--- src/lcdws_pkg.sv ---
// ----------------------------------------------------------------------------
// lcdws_pkg
// Shared types, constants and the segment lookup for the LCD write serializer.
// ----------------------------------------------------------------------------
`default_nettype none

package lcdws_pkg;

  localparam int SEQ_W = 17;  // longest bit run of one item (header+addr+byte)
  localparam int CNT_W = 5;   // counts up to 31; an item needs at most 18 results

  // request types
  localparam logic REQ_DISPLAY = 1'b0;
  localparam logic REQ_COMMAND = 1'b1;

  // mode headers sent at frame start
  localparam logic [2:0] MODE_DISPLAY = 3'b101;
  localparam logic [2:0] MODE_COMMAND = 3'b100;

  // register map
  localparam logic REG_DOT_MASK = 1'b0;
  localparam logic [7:0] DOT_MASK_RST = 8'h80;

  // result counts
  localparam logic [CNT_W-1:0] CNT_DISP_HDR = 5'd17;
  localparam logic [CNT_W-1:0] CNT_CMD_HDR  = 5'd12;
  localparam logic [CNT_W-1:0] CNT_DISP     = 5'd8;
  localparam logic [CNT_W-1:0] CNT_CMD      = 5'd9;

  localparam logic [7:0] SEG_DOT = 8'h08;
  localparam logic [7:0] SEG_P   = 8'h37;
  localparam logic [7:0] SEG_E   = 8'h1F;
  localparam logic [7:0] SEG_BAD = 8'hFF;

  localparam logic [7:0] DIGITS_EVEN [10] = '{
    8'h7d, 8'h60, 8'h3e, 8'h7a, 8'h63, 8'h5b, 8'h5f, 8'h70, 8'h7f, 8'h7b
  };
  localparam logic [7:0] DIGITS_OTHER [10] = '{
    8'hd7, 8'h06, 8'he3, 8'ha7, 8'h36, 8'hb5, 8'hf5, 8'h07, 8'hf7, 8'hb7
  };

  // one item's worth of serial work, handed from encoder to serializer
  typedef struct packed {
    logic [SEQ_W-1:0] bits;     // MSB goes out first
    logic [CNT_W-1:0] cnt;      // results including the release
    logic             release_cs;
  } load_t;

  // character code to segment byte at a given start address
  function automatic logic [7:0] seg_byte(input logic [7:0] code,
                                          input logic [5:0] addr,
                                          input logic [7:0] dot_mask);
    logic       even_low;
    logic       dot_addr;
    logic [3:0] d;
    logic [7:0] b;
    even_low = (addr == 6'd0) || (addr == 6'd2) || (addr == 6'd4) || (addr == 6'd6);
    dot_addr = (addr == 6'd8) || (addr == 6'd12) || (addr == 6'd14) ||
               (addr == 6'd22) || (addr == 6'd24);
    d = code[3:0];
    if (code >= 8'h30 && code <= 8'h39) begin
      b = even_low ? (DIGITS_EVEN[d] | dot_mask) : DIGITS_OTHER[d];
    end else if (code == 8'h50) begin
      b = (addr == 6'd6) ? SEG_P : 8'h00;
    end else if (code == 8'h45) begin
      b = (addr == 6'd6) ? SEG_E : 8'h00;
    end else begin
      b = SEG_BAD;
    end
    if (dot_addr) begin
      b = b | SEG_DOT;
    end
    if (code == 8'h00) begin
      b = 8'h00;
    end
    return b;
  endfunction

endpackage

`default_nettype wire

--- src/lcdws_if.sv ---
// ----------------------------------------------------------------------------
// lcdws_in_if / lcdws_out_if
// Valid/ready channels for request items and serial result items.
// ----------------------------------------------------------------------------
`default_nettype none

interface lcdws_in_if;
  logic       valid;
  logic       ready;
  logic       req_type;
  logic [7:0] char_code;
  logic [7:0] command_byte;
  logic [5:0] start_address;
  logic       frame_start;
  logic       frame_end;

  modport source (output valid, req_type, char_code, command_byte, start_address,
                  frame_start, frame_end, input ready);
  modport sink   (input valid, req_type, char_code, command_byte, start_address,
                  frame_start, frame_end, output ready);
endinterface

interface lcdws_out_if;
  logic valid;
  logic ready;
  logic data_bit;
  logic strobe_res;
  logic chip_select;
  logic last;

  modport source (output valid, data_bit, strobe_res, chip_select, last,
                  input ready);
  modport sink   (input valid, data_bit, strobe_res, chip_select, last,
                  output ready);
endinterface

`default_nettype wire

--- src/lcdws_encode.sv ---
// ----------------------------------------------------------------------------
// lcdws_encode
// Frame tracking and bit-run build for one request item.
// ----------------------------------------------------------------------------
`default_nettype none

module lcdws_encode (
  input  wire logic              clk,
  input  wire logic              rst_n,
  input  wire logic              accept,
  input  wire logic              req_type,
  input  wire logic [7:0]        char_code,
  input  wire logic [7:0]        command_byte,
  input  wire logic [5:0]        start_address,
  input  wire logic              frame_start,
  input  wire logic              frame_end,
  input  wire logic [7:0]        dot_mask,
  output lcdws_pkg::load_t       load,
  output logic                   frame_open
);

  logic       frame_open_r, frame_open_nxt;
  logic [5:0] frame_addr_r, frame_addr_nxt;
  logic [5:0] addr_use;
  logic [7:0] seg;
  logic       is_disp;

  assign is_disp  = (req_type == lcdws_pkg::REQ_DISPLAY);
  assign addr_use = (frame_start && is_disp) ? start_address : frame_addr_r;
  assign seg      = lcdws_pkg::seg_byte(char_code, addr_use, dot_mask);
  assign frame_open = frame_open_r;

  // bit run and result count
  always_comb begin
    load.bits       = '0;
    load.cnt        = '0;
    load.release_cs = frame_end;
    if (frame_start && is_disp) begin
      load.bits = {lcdws_pkg::MODE_DISPLAY, start_address, seg};
      load.cnt  = lcdws_pkg::CNT_DISP_HDR;
    end else if (frame_start) begin
      load.bits = {lcdws_pkg::MODE_COMMAND, command_byte, 1'b0, 5'b0};
      load.cnt  = lcdws_pkg::CNT_CMD_HDR;
    end else if (is_disp) begin
      load.bits = {seg, 9'b0};
      load.cnt  = lcdws_pkg::CNT_DISP;
    end else begin
      load.bits = {command_byte, 1'b0, 8'b0};
      load.cnt  = lcdws_pkg::CNT_CMD;
    end
    load.cnt = load.cnt + {4'b0, frame_end};
    // no open frame and no start: item is dropped
    if (!frame_start && !frame_open_r) begin
      load.cnt        = '0;
      load.release_cs = 1'b0;
    end
  end

  // frame state update on accepted item
  always_comb begin
    frame_open_nxt = frame_open_r;
    frame_addr_nxt = frame_addr_r;
    if (accept && (frame_start || frame_open_r)) begin
      frame_open_nxt = !frame_end;
      if (frame_start && is_disp) begin
        frame_addr_nxt = start_address;
      end
    end
  end

  always_ff @(posedge clk) begin
    if (!rst_n) begin
      frame_open_r <= 1'b0;
      frame_addr_r <= '0;
    end else begin
      frame_open_r <= frame_open_nxt;
      frame_addr_r <= frame_addr_nxt;
    end
  end

endmodule

`default_nettype wire

--- src/lcdws_serialize.sv ---
// ----------------------------------------------------------------------------
// lcdws_serialize
// Shift register of pending bits feeding a registered result stage.
// ----------------------------------------------------------------------------
`default_nettype none

module lcdws_serialize (
  input  wire logic            clk,
  input  wire logic            rst_n,
  input  wire logic            in_valid,
  output logic                 in_ready,
  input  lcdws_pkg::load_t     load,
  lcdws_out_if.source          out_ch
);

  logic [lcdws_pkg::SEQ_W-1:0] bits_r, bits_nxt;
  logic [lcdws_pkg::CNT_W-1:0] rem_r, rem_nxt;
  logic                        rel_r, rel_nxt;
  logic                        out_valid_r, out_valid_nxt;
  logic                        data_r, data_nxt;
  logic                        strobe_r, strobe_nxt;
  logic                        cs_r, cs_nxt;
  logic                        last_r, last_nxt;
  logic                        slot_free;
  logic                        emit;
  logic                        final_one;

  assign slot_free = !out_valid_r || out_ch.ready;
  assign final_one = (rem_r == lcdws_pkg::CNT_W'(1));
  assign emit      = (rem_r != '0) && slot_free;
  // take the next item once the current one has its last result moving out
  assign in_ready  = (rem_r == '0) || (final_one && slot_free);

  always_comb begin
    bits_nxt      = bits_r;
    rem_nxt       = rem_r;
    rel_nxt       = rel_r;
    out_valid_nxt = out_valid_r && !out_ch.ready;
    data_nxt      = data_r;
    strobe_nxt    = strobe_r;
    cs_nxt        = cs_r;
    last_nxt      = last_r;
    // emit one result
    if (emit) begin
      out_valid_nxt = 1'b1;
      last_nxt      = final_one;
      if (final_one && rel_r) begin
        data_nxt   = 1'b0;
        strobe_nxt = 1'b0;
        cs_nxt     = 1'b0;
      end else begin
        data_nxt   = bits_r[lcdws_pkg::SEQ_W-1];
        strobe_nxt = 1'b1;
        cs_nxt     = 1'b1;
      end
      bits_nxt = {bits_r[lcdws_pkg::SEQ_W-2:0], 1'b0};
      rem_nxt  = rem_r - lcdws_pkg::CNT_W'(1);
    end
    // new item load
    if (in_valid && in_ready) begin
      bits_nxt = load.bits;
      rem_nxt  = load.cnt;
      rel_nxt  = load.release_cs;
    end
  end

  always_ff @(posedge clk) begin
    if (!rst_n) begin
      rem_r       <= '0;
      out_valid_r <= 1'b0;
    end else begin
      rem_r       <= rem_nxt;
      out_valid_r <= out_valid_nxt;
    end
    bits_r   <= bits_nxt;
    rel_r    <= rel_nxt;
    data_r   <= data_nxt;
    strobe_r <= strobe_nxt;
    cs_r     <= cs_nxt;
    last_r   <= last_nxt;
  end

  assign out_ch.valid       = out_valid_r;
  assign out_ch.data_bit    = data_r;
  assign out_ch.strobe_res  = strobe_r;
  assign out_ch.chip_select = cs_r;
  assign out_ch.last        = last_r;

endmodule

`default_nettype wire

--- src/segment_lcd_write_serializer_core.sv ---
// ----------------------------------------------------------------------------
// segment_lcd_write_serializer_core
// Three-wire segment LCD write serializer, top level.
// ----------------------------------------------------------------------------
// Usage:
//   in_ch  : request items (display character or command byte) with frame
//            start/end flags. An item is taken when valid and ready are high.
//   out_ch : one result per write strobe or chip-select release, MSB first;
//            last marks the final result of an item.
//   APB    : one register, dot_mask at byte address 0 (paddr[2] selects).
// Flow: a taken item is loaded into the shift register, and its results move
//   from there into the output register. An item produces 8, 9, 12 or 17 bit
//   results, plus one release result when it ends its frame; the output
//   register is the rate limit. The next item is taken in the cycle its
//   predecessor's last result moves into the output register.
//   Items arriving with no open frame and no frame start give no results.
// Reset: no frame open, latched address 0, dot_mask 0x80, output empty.
// Stall: when out_ch.ready is low the result holds and the shifter waits.
// ----------------------------------------------------------------------------
`default_nettype none

module segment_lcd_write_serializer_core (
  input  wire logic        clk,
  input  wire logic        rst_n,
  lcdws_in_if.sink         in_ch,
  lcdws_out_if.source      out_ch,
  input  wire logic        psel,
  input  wire logic        penable,
  input  wire logic        pwrite,
  input  wire logic [2:0]  paddr,
  input  wire logic [31:0] pwdata,
  output logic [31:0]      prdata,
  output logic             pready
);

  logic [7:0]       dot_mask_r, dot_mask_nxt;
  logic             reg_sel;
  logic             accept;
  logic             frame_open;
  lcdws_pkg::load_t load;

  // configuration register
  assign pready  = 1'b1;
  assign reg_sel = (paddr[2] == lcdws_pkg::REG_DOT_MASK);
  assign prdata  = reg_sel ? {24'b0, dot_mask_r} : 32'b0;

  always_comb begin
    dot_mask_nxt = dot_mask_r;
    if (psel && penable && pwrite && pready && reg_sel) begin
      dot_mask_nxt = pwdata[7:0];
    end
  end

  always_ff @(posedge clk) begin
    if (!rst_n) begin
      dot_mask_r <= lcdws_pkg::DOT_MASK_RST;
    end else begin
      dot_mask_r <= dot_mask_nxt;
    end
  end

  assign accept = in_ch.valid && in_ch.ready;

  lcdws_encode u_encode (
    .clk           (clk),
    .rst_n         (rst_n),
    .accept        (accept),
    .req_type      (in_ch.req_type),
    .char_code     (in_ch.char_code),
    .command_byte  (in_ch.command_byte),
    .start_address (in_ch.start_address),
    .frame_start   (in_ch.frame_start),
    .frame_end     (in_ch.frame_end),
    .dot_mask      (dot_mask_r),
    .load          (load),
    .frame_open    (frame_open)
  );

  lcdws_serialize u_serialize (
    .clk      (clk),
    .rst_n    (rst_n),
    .in_valid (in_ch.valid),
    .in_ready (in_ch.ready),
    .load     (load),
    .out_ch   (out_ch)
  );

  // a frame started without an end stays open
  a_frame_opens: assert property (@(posedge clk) disable iff (!rst_n)
    (accept && in_ch.frame_start && !in_ch.frame_end) |=> frame_open)
    else $error("frame not open after frame start");

  // a frame end on an accepted item closes it
  a_frame_closes: assert property (@(posedge clk) disable iff (!rst_n)
    (accept && in_ch.frame_end) |=> !frame_open)
    else $error("frame still open after frame end");

  // a result that is not last is followed by another result
  a_run_continues: assert property (@(posedge clk) disable iff (!rst_n)
    (out_ch.valid && !out_ch.last) |=> out_ch.valid)
    else $error("result run broken before last");

  // a selected result always carries a strobe
  a_release_shape: assert property (@(posedge clk) disable iff (!rst_n)
    (out_ch.valid && !out_ch.strobe_res) |-> (out_ch.last && !out_ch.chip_select))
    else $error("release result malformed");

endmodule

`default_nettype wire

--- src/flat_wrapper.sv ---
// flat-port wrapper written by rule: the top's interface ports become plain ports
module segment_lcd_write_serializer_core_flat 
  (clk, rst_n, psel, penable, pwrite, paddr, pwdata, prdata, pready, in_ch_valid, in_ch_req_type, in_ch_char_code, in_ch_command_byte, in_ch_start_address, in_ch_frame_start, in_ch_frame_end, in_ch_ready, out_ch_valid, out_ch_data_bit, out_ch_strobe_res, out_ch_chip_select, out_ch_last, out_ch_ready);
  lcdws_in_if in_ch_i ();
  lcdws_out_if out_ch_i ();
  input  wire logic clk;
  input  wire logic rst_n;
  input  wire logic psel;
  input  wire logic penable;
  input  wire logic pwrite;
  input  wire logic [2:0] paddr;
  input  wire logic [31:0] pwdata;
  output logic [31:0] prdata;
  output logic pready;
  input wire logic [$bits(in_ch_i.valid)-1:0] in_ch_valid;
  input wire logic [$bits(in_ch_i.req_type)-1:0] in_ch_req_type;
  input wire logic [$bits(in_ch_i.char_code)-1:0] in_ch_char_code;
  input wire logic [$bits(in_ch_i.command_byte)-1:0] in_ch_command_byte;
  input wire logic [$bits(in_ch_i.start_address)-1:0] in_ch_start_address;
  input wire logic [$bits(in_ch_i.frame_start)-1:0] in_ch_frame_start;
  input wire logic [$bits(in_ch_i.frame_end)-1:0] in_ch_frame_end;
  output wire logic [$bits(in_ch_i.ready)-1:0] in_ch_ready;
  output wire logic [$bits(out_ch_i.valid)-1:0] out_ch_valid;
  output wire logic [$bits(out_ch_i.data_bit)-1:0] out_ch_data_bit;
  output wire logic [$bits(out_ch_i.strobe_res)-1:0] out_ch_strobe_res;
  output wire logic [$bits(out_ch_i.chip_select)-1:0] out_ch_chip_select;
  output wire logic [$bits(out_ch_i.last)-1:0] out_ch_last;
  input wire logic [$bits(out_ch_i.ready)-1:0] out_ch_ready;
  assign in_ch_i.valid = in_ch_valid;
  assign in_ch_i.req_type = in_ch_req_type;
  assign in_ch_i.char_code = in_ch_char_code;
  assign in_ch_i.command_byte = in_ch_command_byte;
  assign in_ch_i.start_address = in_ch_start_address;
  assign in_ch_i.frame_start = in_ch_frame_start;
  assign in_ch_i.frame_end = in_ch_frame_end;
  assign in_ch_ready = in_ch_i.ready;
  assign out_ch_valid = out_ch_i.valid;
  assign out_ch_data_bit = out_ch_i.data_bit;
  assign out_ch_strobe_res = out_ch_i.strobe_res;
  assign out_ch_chip_select = out_ch_i.chip_select;
  assign out_ch_last = out_ch_i.last;
  assign out_ch_i.ready = out_ch_ready;
  segment_lcd_write_serializer_core u_core (.clk(clk), .rst_n(rst_n), .in_ch(in_ch_i), .out_ch(out_ch_i), .psel(psel), .penable(penable), .pwrite(pwrite), .paddr(paddr), .pwdata(pwdata), .prdata(prdata), .pready(pready));
endmodule
--- config.mk ---
export PLATFORM = sky130hd
export DESIGN_NAME = segment_lcd_write_serializer_core_flat
export DESIGN_NICKNAME = d
export VERILOG_FILES = /design/src/lcdws_pkg.sv /design/src/lcdws_if.sv /design/src/lcdws_encode.sv /design/src/lcdws_serialize.sv /design/src/segment_lcd_write_serializer_core.sv /design/src/flat_wrapper.sv
export SDC_FILE = /design/constraint.sdc
export NUM_CORES = 1
export LEC_CHECK = 0
export BUFFER_PORTS_ARGS = -buffer_cell sky130_fd_sc_hd__buf_4
export CORE_UTILIZATION = 25
export CTS_CLUSTER_SIZE = 30
export DETAILED_ROUTE_END_ITERATION = 10
export GPL_TIMING_DRIVEN = 0
export HOLD_SLACK_MARGIN = 0.06
export SKIP_LAST_GASP = 1
export SYNTH_ARGS = -nofsm -noshare
export SYNTH_HDL_FRONTEND = slang
export SYNTH_SLANG_ARGS = --single-unit
--- constraint.sdc ---
create_clock -name clk -period 6.09 [get_ports clk]
set_input_delay 0.3045 -clock clk [delete_from_list [all_inputs] [get_ports clk]]
set_output_delay 0.3045 -clock clk [all_outputs]
set_load 0.05 [all_outputs]
### Word level (Yosys, flattened, before mapping)

Memory sizes are Yosys's and may differ from the RTL's.
Cells that the tools add are included.

| operators by class | value |
|---|---|
| add/subtract/negate cells | 2 |
| magnitude comparators | 3 |
| equal/unequal tests | 11 |
| multiplexer cells | 24 |
| bitwise logic cells | 4 |
| reductions and logical operators | 32 |

Operators by type and width:

| kind | number |
|---|---|
| two-way mux 8 bit | 10 |
| two-way mux 22 bit | 3 |
| two-way mux 17 bit | 2 |
| equality test 6 x 4 -> 1 bit, second input constant | 3 |
| two-way mux 6 bit | 3 |
| equality test 8 x 7 -> 1 bit, second input constant | 2 |
| two-way mux 5 bit | 3 |
| equality test 6 x 3 -> 1 bit, second input constant | 2 |
| equality test 6 x 5 -> 1 bit, second input constant | 2 |
| logical AND 1 bit | 12 |
| logical OR 1 bit | 10 |
| >= comparator 8 x 6 -> 1 bit, second input constant | 1 |
| less-or-equal comparator 8 x 6 -> 1 bit, second input constant | 1 |
| zero test 8 bit | 1 |
| bitwise OR 8 bit | 1 |
| equality test 6 x 2 -> 1 bit, second input constant | 1 |
| zero test 6 bit | 1 |
| adder 5 x 1 -> 5 bit | 1 |
| equality test 5 x 1 -> 1 bit, second input constant | 1 |
| >= comparator 5 bit, second input constant | 1 |
| zero test 1 bit | 5 |
| zero test 5 bit | 1 |
| NOT 4 -> 5 bit | 1 |
| nonzero test 5 bit | 1 |
| 5 further kinds | 7 |

| storage, ports and cells | value |
|---|---|
| flip-flop bits (word level) | 42 |
| ROM bits | 256 |
| input bits | 67 |
| output and inout bits | 39 |
| logic and storage cells | 88 |
| memories | 2 |

Memory list:

| name | words | bits a word | read ports | clocked after memory_dff | write ports | line | source |
|---|---|---|---|---|---|---|---|
| (name not given) | 16 | 8 | 1 | 0 | 0 | lcdws_pkg.sv:62 | `b = even_low ? (DIGITS_EVEN[d] \| dot_mask) : DIGITS_OTHER[d];` |
| (name not given) | 16 | 8 | 1 | 0 | 0 | lcdws_pkg.sv:62 |  |

### Depth between registers and ports, before layout

| depth | value |
|---|---|
| depth in word-level cells | 17 |
| depth in mapped cells | 11 |
| depth with buffers taken out | 9 |

### Cells and area by module

From an unflattened synthesis, not the netlist that was laid out.

| unflattened totals | value |
|---|---|
| cell total of the unflattened synthesis | 326 |
| area, all modules | 3054.2 um2 |

By module, submodules not included:

| module | times used | cells an instance | area each (um2) | seq. area each (um2) |
|---|---|---|---|---|
| lcdws_serialize | 1 | 92 | 1333.8 | 750.7 |
| lcdws_encode | 1 | 163 | 1118.6 | 140.1 |
| segment_lcd_write_serializer_core | 1 | 71 | 601.8 | 160.2 |

### Worst setup path before layout

No wires, ideal clock.

| timing path | value |
|---|---|
| path kind | input-to-reg |
| start | input port in_ch_req_type |
| end | register u_core.u_serialize.bits_r[12] (netlist bit) (data pin) |
| library setup time | 0.259 ns |
| arrival | 1.965 ns |
| data required time | 5.831 ns |
| path slack | 3.866 ns |
| cell stages on the path | 10 |
| buffers on the path | 3 |
| path through | clkbuf_1 inv_1 ha_1 buf_2 and2b_1 a32oi_1 buf_4 o21bai_1 a211oi_1 nor2_1 |

| between the ends | value |
|---|---|
| longest elaborated chain between the ends | 15 |
| elaborated cells between the ends (all ways) | 30 |
| classes of those cells | eq/ne: 8; mux: 12; bitwise: 1; reduce/logical: 9 |

Ends and longest elaborated chain:

| element | line | source |
|---|---|---|
| start: declaration | flat_wrapper.sv:16 | `input wire logic [$bits(in_ch_i.req_type)-1:0] in_ch_req_type;` |
| NOT 1 bit | lcdws_encode.sv:28 | `assign is_disp = (req_type == lcdws_pkg::REQ_DISPLAY);` |
| logical AND 1 bit | lcdws_encode.sv:29, lcdws_encode.sv:38 |  |
| two-way mux 6 bit | -- |  |
| equality test 6 x 2 -> 1 bit or zero test 6 bit (tied branches) | lcdws_pkg.sv:57 | `even_low = (addr == 6'd0) \|\| (addr == 6'd2) \|\| (addr == 6'd4) \|\| (addr == 6'd6);` |
| logical OR 1 bit (3 in series) | lcdws_pkg.sv:57 |  |
| two-way mux 8 bit | lcdws_pkg.sv:62 |  |
| two-way mux 8 bit | lcdws_pkg.sv:61 | `if (code >= 8'h30 && code <= 8'h39) begin` |
| two-way mux 4 bit | lcdws_pkg.sv:70 | `if (dot_addr) begin` |
| two-way mux 8 bit | lcdws_pkg.sv:73 | `if (code == 8'h00) begin` |
| two-way mux 22 bit | lcdws_encode.sv:44 | `end else if (is_disp) begin` |
| two-way mux 22 bit | lcdws_encode.sv:41 | `end else if (frame_start) begin` |
| two-way mux 22 bit * | lcdws_encode.sv:38 | `if (frame_start && is_disp) begin` |
| two-way mux 17 bit * | lcdws_serialize.sv:60 | `if (in_valid && in_ready) begin` |
| net u_core.u_serialize.bits_nxt (one bit) | lcdws_serialize.sv:16 | `logic [lcdws_pkg::SEQ_W-1:0] bits_r, bits_nxt;` |
| end signal: assignment | lcdws_serialize.sv:75 | `bits_r <= bits_nxt;` |
| end: declaration | lcdws_serialize.sv:16 |  |

Mark *: on every way through the listed nets, which the timed path passes. The rest lies on a longest branch.
A chain may end at the register's enable or synchronous reset.

### Worst setup path after layout

| timing path | value |
|---|---|
| start | input port in_ch_req_type |
| end | register u_core.u_serialize.bits_r[16] (netlist bit) (data pin) |

| between the ends | value |
|---|---|
| longest elaborated chain between the ends | 14 |
| elaborated cells between the ends (all ways) | 17 |
| classes of those cells | eq/ne: 3; mux: 8; bitwise: 1; reduce/logical: 5 |

Ends and longest elaborated chain:

| element | line |
|---|---|
| NOT 1 bit | lcdws_encode.sv:28 |
| logical AND 1 bit | lcdws_encode.sv:29, lcdws_encode.sv:38 |
| two-way mux 6 bit | -- |
| equality test 6 x 2 -> 1 bit or zero test 6 bit (tied branches) | lcdws_pkg.sv:57 |
| logical OR 1 bit (3 in series) | lcdws_pkg.sv:57 |
| two-way mux 8 bit | lcdws_pkg.sv:62 |
| two-way mux 8 bit | lcdws_pkg.sv:61 |
| two-way mux 8 bit | lcdws_pkg.sv:73 |
| two-way mux 22 bit | lcdws_encode.sv:44 |
| two-way mux 22 bit | lcdws_encode.sv:41 |
| two-way mux 22 bit * | lcdws_encode.sv:38 |
| two-way mux 17 bit * | lcdws_serialize.sv:60 |
| net u_core.u_serialize.bits_nxt (one bit) | lcdws_serialize.sv:16 |

Marked as above.

==> impl_metrics.tcl <==
set metrics [dict create \
    finalSetupViolCount 0 \
    ys_seq_elements 42 \
    power_leakage_nw 1.60 \
    power.density_nw_per_um2 348 \
    num_vias 2670 \
    synth_cell_types 62 \
    power.switching_mw 0.509 \
    finalCritPeriodShare_pct 45.1 \
    fin_nets 495 \
    synthXorXnorAreaFrac_pct 0.295 \
    seq_area_frac_synth_pct 35.4 \
    viasPerCell 4.75 \
    post_cts_buffers 0 \
    core-area_sq_um 11500 \
    root_buffer "clkbuf_16" \
    power_mw 1.31 \
    arrival_ps 2880 \
    clock_latency_ps 280 \
    clock_power_share_pct 20.5 \
    clk_path_buf_depth 2 \
    io_pins 106 \
    die_y_um 111 \
    power_frac_seq_pct 35.4 \
    drive_gt1_share_pct 25.8 \
    synthArstFlopShare_pct 0 \
    wl_per_cell_um 13.8 \
    r2r_slack_ps 3830 \
    area_growth_pct 27.3 \
    cts_max_level 2 \
    cts_hold_buf 0 \
    synthAdderAreaFrac_pct 4.22 \
    p_int_mw 0.805 \
    ys_warn_count 0 \
    dieWidth_um 111 \
    worst_pin_slew_ps 760 \
    critPathMaxFanout 10 \
    synth_top_family_by_area "simple AND/OR/NAND/NOR gates" \
    rows 39 \
    startpoint_type "input port" \
    crit_buf_inv 5 \
    synth_flop_cell "edfxtp_1" \
    critPathMaxStageDelay_ps 470 \
    cts_resized 0 \
    cts_buffers 5 \
    firstDrtPassIters 7 \
    antenna_found_initial 0 \
    drt-total-wl_um 7770 \
    skew_ps 6.07 \
    clock-sinks 42 \
    max_freq_mhz 364 \
    rsz0062_at_grt "no" \
    ir_drop_mv 0.112 \
    crit_chain "buf_4 -> clkbuf_1 -> inv_1 -> ha_1 -> buf_2 -> and2b_1 -> a32oi_1 -> buf_4 -> mux2i_1 -> o21ai_0 -> a31oi_1" \
    grt_pass1_vias 2564 \
    cts_tree "built" \
    crit_path_top_delay_cell "a32oi_1" \
    switching_share_pct 38.7 \
    timing.rr.start "u_core.u_serialize.rem_r[0]" \
    cp.required_ps 6220 \
    dp_hpwl_um 6180 \
    finalHoldViolations 0 \
    synth-simple-area-share_pct 22.5 \
    violations "DRC" \
    max-slew-margin-rel_pct 49.3 \
    grt_max_degree 20 \
    synth_edf_count 21 \
    critical_path_class "in -> reg" \
    dieArea_sq_um 12300 \
    outcome "finished, violations left" \
    start_util_pct 25.8 \
    drtIter0Drc 207 \
    maxSlewViolCount 0 \
    hp-class "in -> reg" \
    postLayoutCoreUtil_pct 32.8 \
    syn_area_sq_um 2970 \
    grt_pass1_wl_um 13000 \
    cts.clk_slew.worst_paths_ps 60 \
    syn_inst 335 \
    detail_route.drc_violations 14 \
    io_buffer_count 53 \
    worstHoldStart "in_ch_frame_end" \
    syn_area_per_cell_sq_um 8.86 \
    track_usage_pct 13.1 \
    antenna_cells 0 \
    gr-total-overflow 0 \
    place.gp.congestion 0.849 \
    period_minus_slack_ps 2750 \
    crit_path_frequent_cell "buf_4" \
    tns_ps 0 \
    muxShareOfSynthArea_pct 5.73 \
    synth_compound_area_share_pct 19.0 \
    postRouteAntennaNets 0 \
    cap_violations 0 \
    startpoint "in_ch_req_type" \
    comb_power_share_pct 44.1 \
    critPathTopFamily "buffers and inverters" \
    end_kind "flop" \
]
[placed cells by master (no fill, tap or decap), drive strengths merged, types with 13 or more instances in the layout]
cell and n:
buf 89, nand2 40, a21oi 28, conb 25, nor2 23, dfxtp 21, edfxtp 21, mux2i 17
inv 15, o21ai 15, clkbuf 13
[cell type report]
class                           instances  area, sq um
Fill cell                            1237         7740
Clock inverter                          1         5.00
Sequential cell                        42         1050
Buffer                                 42          305
Tap cell                              143          179
Inverter                               16         67.6
Clock buffer                            7          143
Multi-Input combinational cell        258         1630
Timing Repair Buffer                   53          398
[path summary, 6_finish.rpt]
path,end,depth (start not counted)
setup / recovery,u_core.u_serialize.bits_r[16],11
setup reg to reg,u_core.u_serialize.rem_r[0],7
hold reg to reg,u_core.dot_mask_r[1],2
hold / removal,u_core.u_encode.frame_open,2
[metrics by stage]
step           std cells  setup slack (ps)  instance area, sq um  hold WS (ps)
3_3_place_gp         554              3140                  3630           467
6_report             562              3340                  3780           231
4_1_cts              562              3420                  3780           224
2_1_floorplan        358              3870                  3050           393
5_1_grt              562              3170                  3780           223
3_5_place_dp         554              3150                  3630           473
[synth_stat cells (3+ instances only)]
library cell | number | share of area [%]
nand2_1 | 39 | 4.9
a21oi_1 | 27 | 4.6
buf_4 | 27 | 6.8
nor2_1 | 23 | 2.9
dfxtp_1 | 21 | 14
edfxtp_1 | 21 | 21
mux2i_1 | 17 | 5.7
inv_1 | 13 | 1.6
o21ai_0 | 12 | 2.0
nor2b_1 | 11 | 2.3
ha_1 | 10 | 4.2
nor3_1 | 7 | 1.2
o31ai_1 | 7 | 1.8
nand3_1 | 6 | 1.0
clkbuf_1 | 5 | 0.63
nand2b_1 | 5 | 1.1
nor4_1 | 5 | 1.1
a211oi_1 | 4 | 1.0
a22oi_1 | 4 | 1.0
a31oi_1 | 4 | 0.84
buf_2 | 4 | 0.67
a221oi_1 | 3 | 0.89
nand3b_1 | 3 | 0.76
o2111ai_1 | 3 | 0.89
o211ai_1 | 3 | 0.76
o21ai_1 | 3 | 0.51
[metal layers]
metal	vias to the layer above	GRT usage, %	routed length [um]
met3	6	3.94	573
met1	1212	17.9	3650
li1	1336	-	-
met5	-	0	0
met4	0	3.84	36
met2	116	19.9	3510
[registers in the layout, summed over array words and instances, names as in the netlist]
name and flops:
u_core.u_serialize.out_ch.data_bit 1, u_core.u_serialize.out_ch.valid 1, u_core.u_serialize.out_ch.last 1, u_core.u_encode.frame_addr_r 6, u_core.u_serialize.rel_r 1, u_core.u_serialize.out_ch.chip_select 1
u_core.u_serialize.rem_r 5, u_core.u_serialize.bits_r 17, u_core.dot_mask_r 8, u_core.u_encode.frame_open 1
[cell families after synthesis]
family,Yosys count
multiplexers,17
XOR/XNOR,1
flip-flops,42
adder cells (fa/ha/maj),10
AO/OA/AOI/OAI,84
buffers and inverters,58
AND/OR/NAND/NOR,121
other,2
[power by group through the flow]
stage	combinational, mW	clock, mW	sequential [mW]
2_1_floorplan	0.404	0	0.501
3_3_place_gp	0.573	0	0.468
3_5_place_dp	0.582	0	0.470
4_1_cts	0.583	0.275	0.466
5_1_grt	0.632	0.289	0.477
6_report	0.580	0.269	0.465
(Power assumes the default switching activity.)
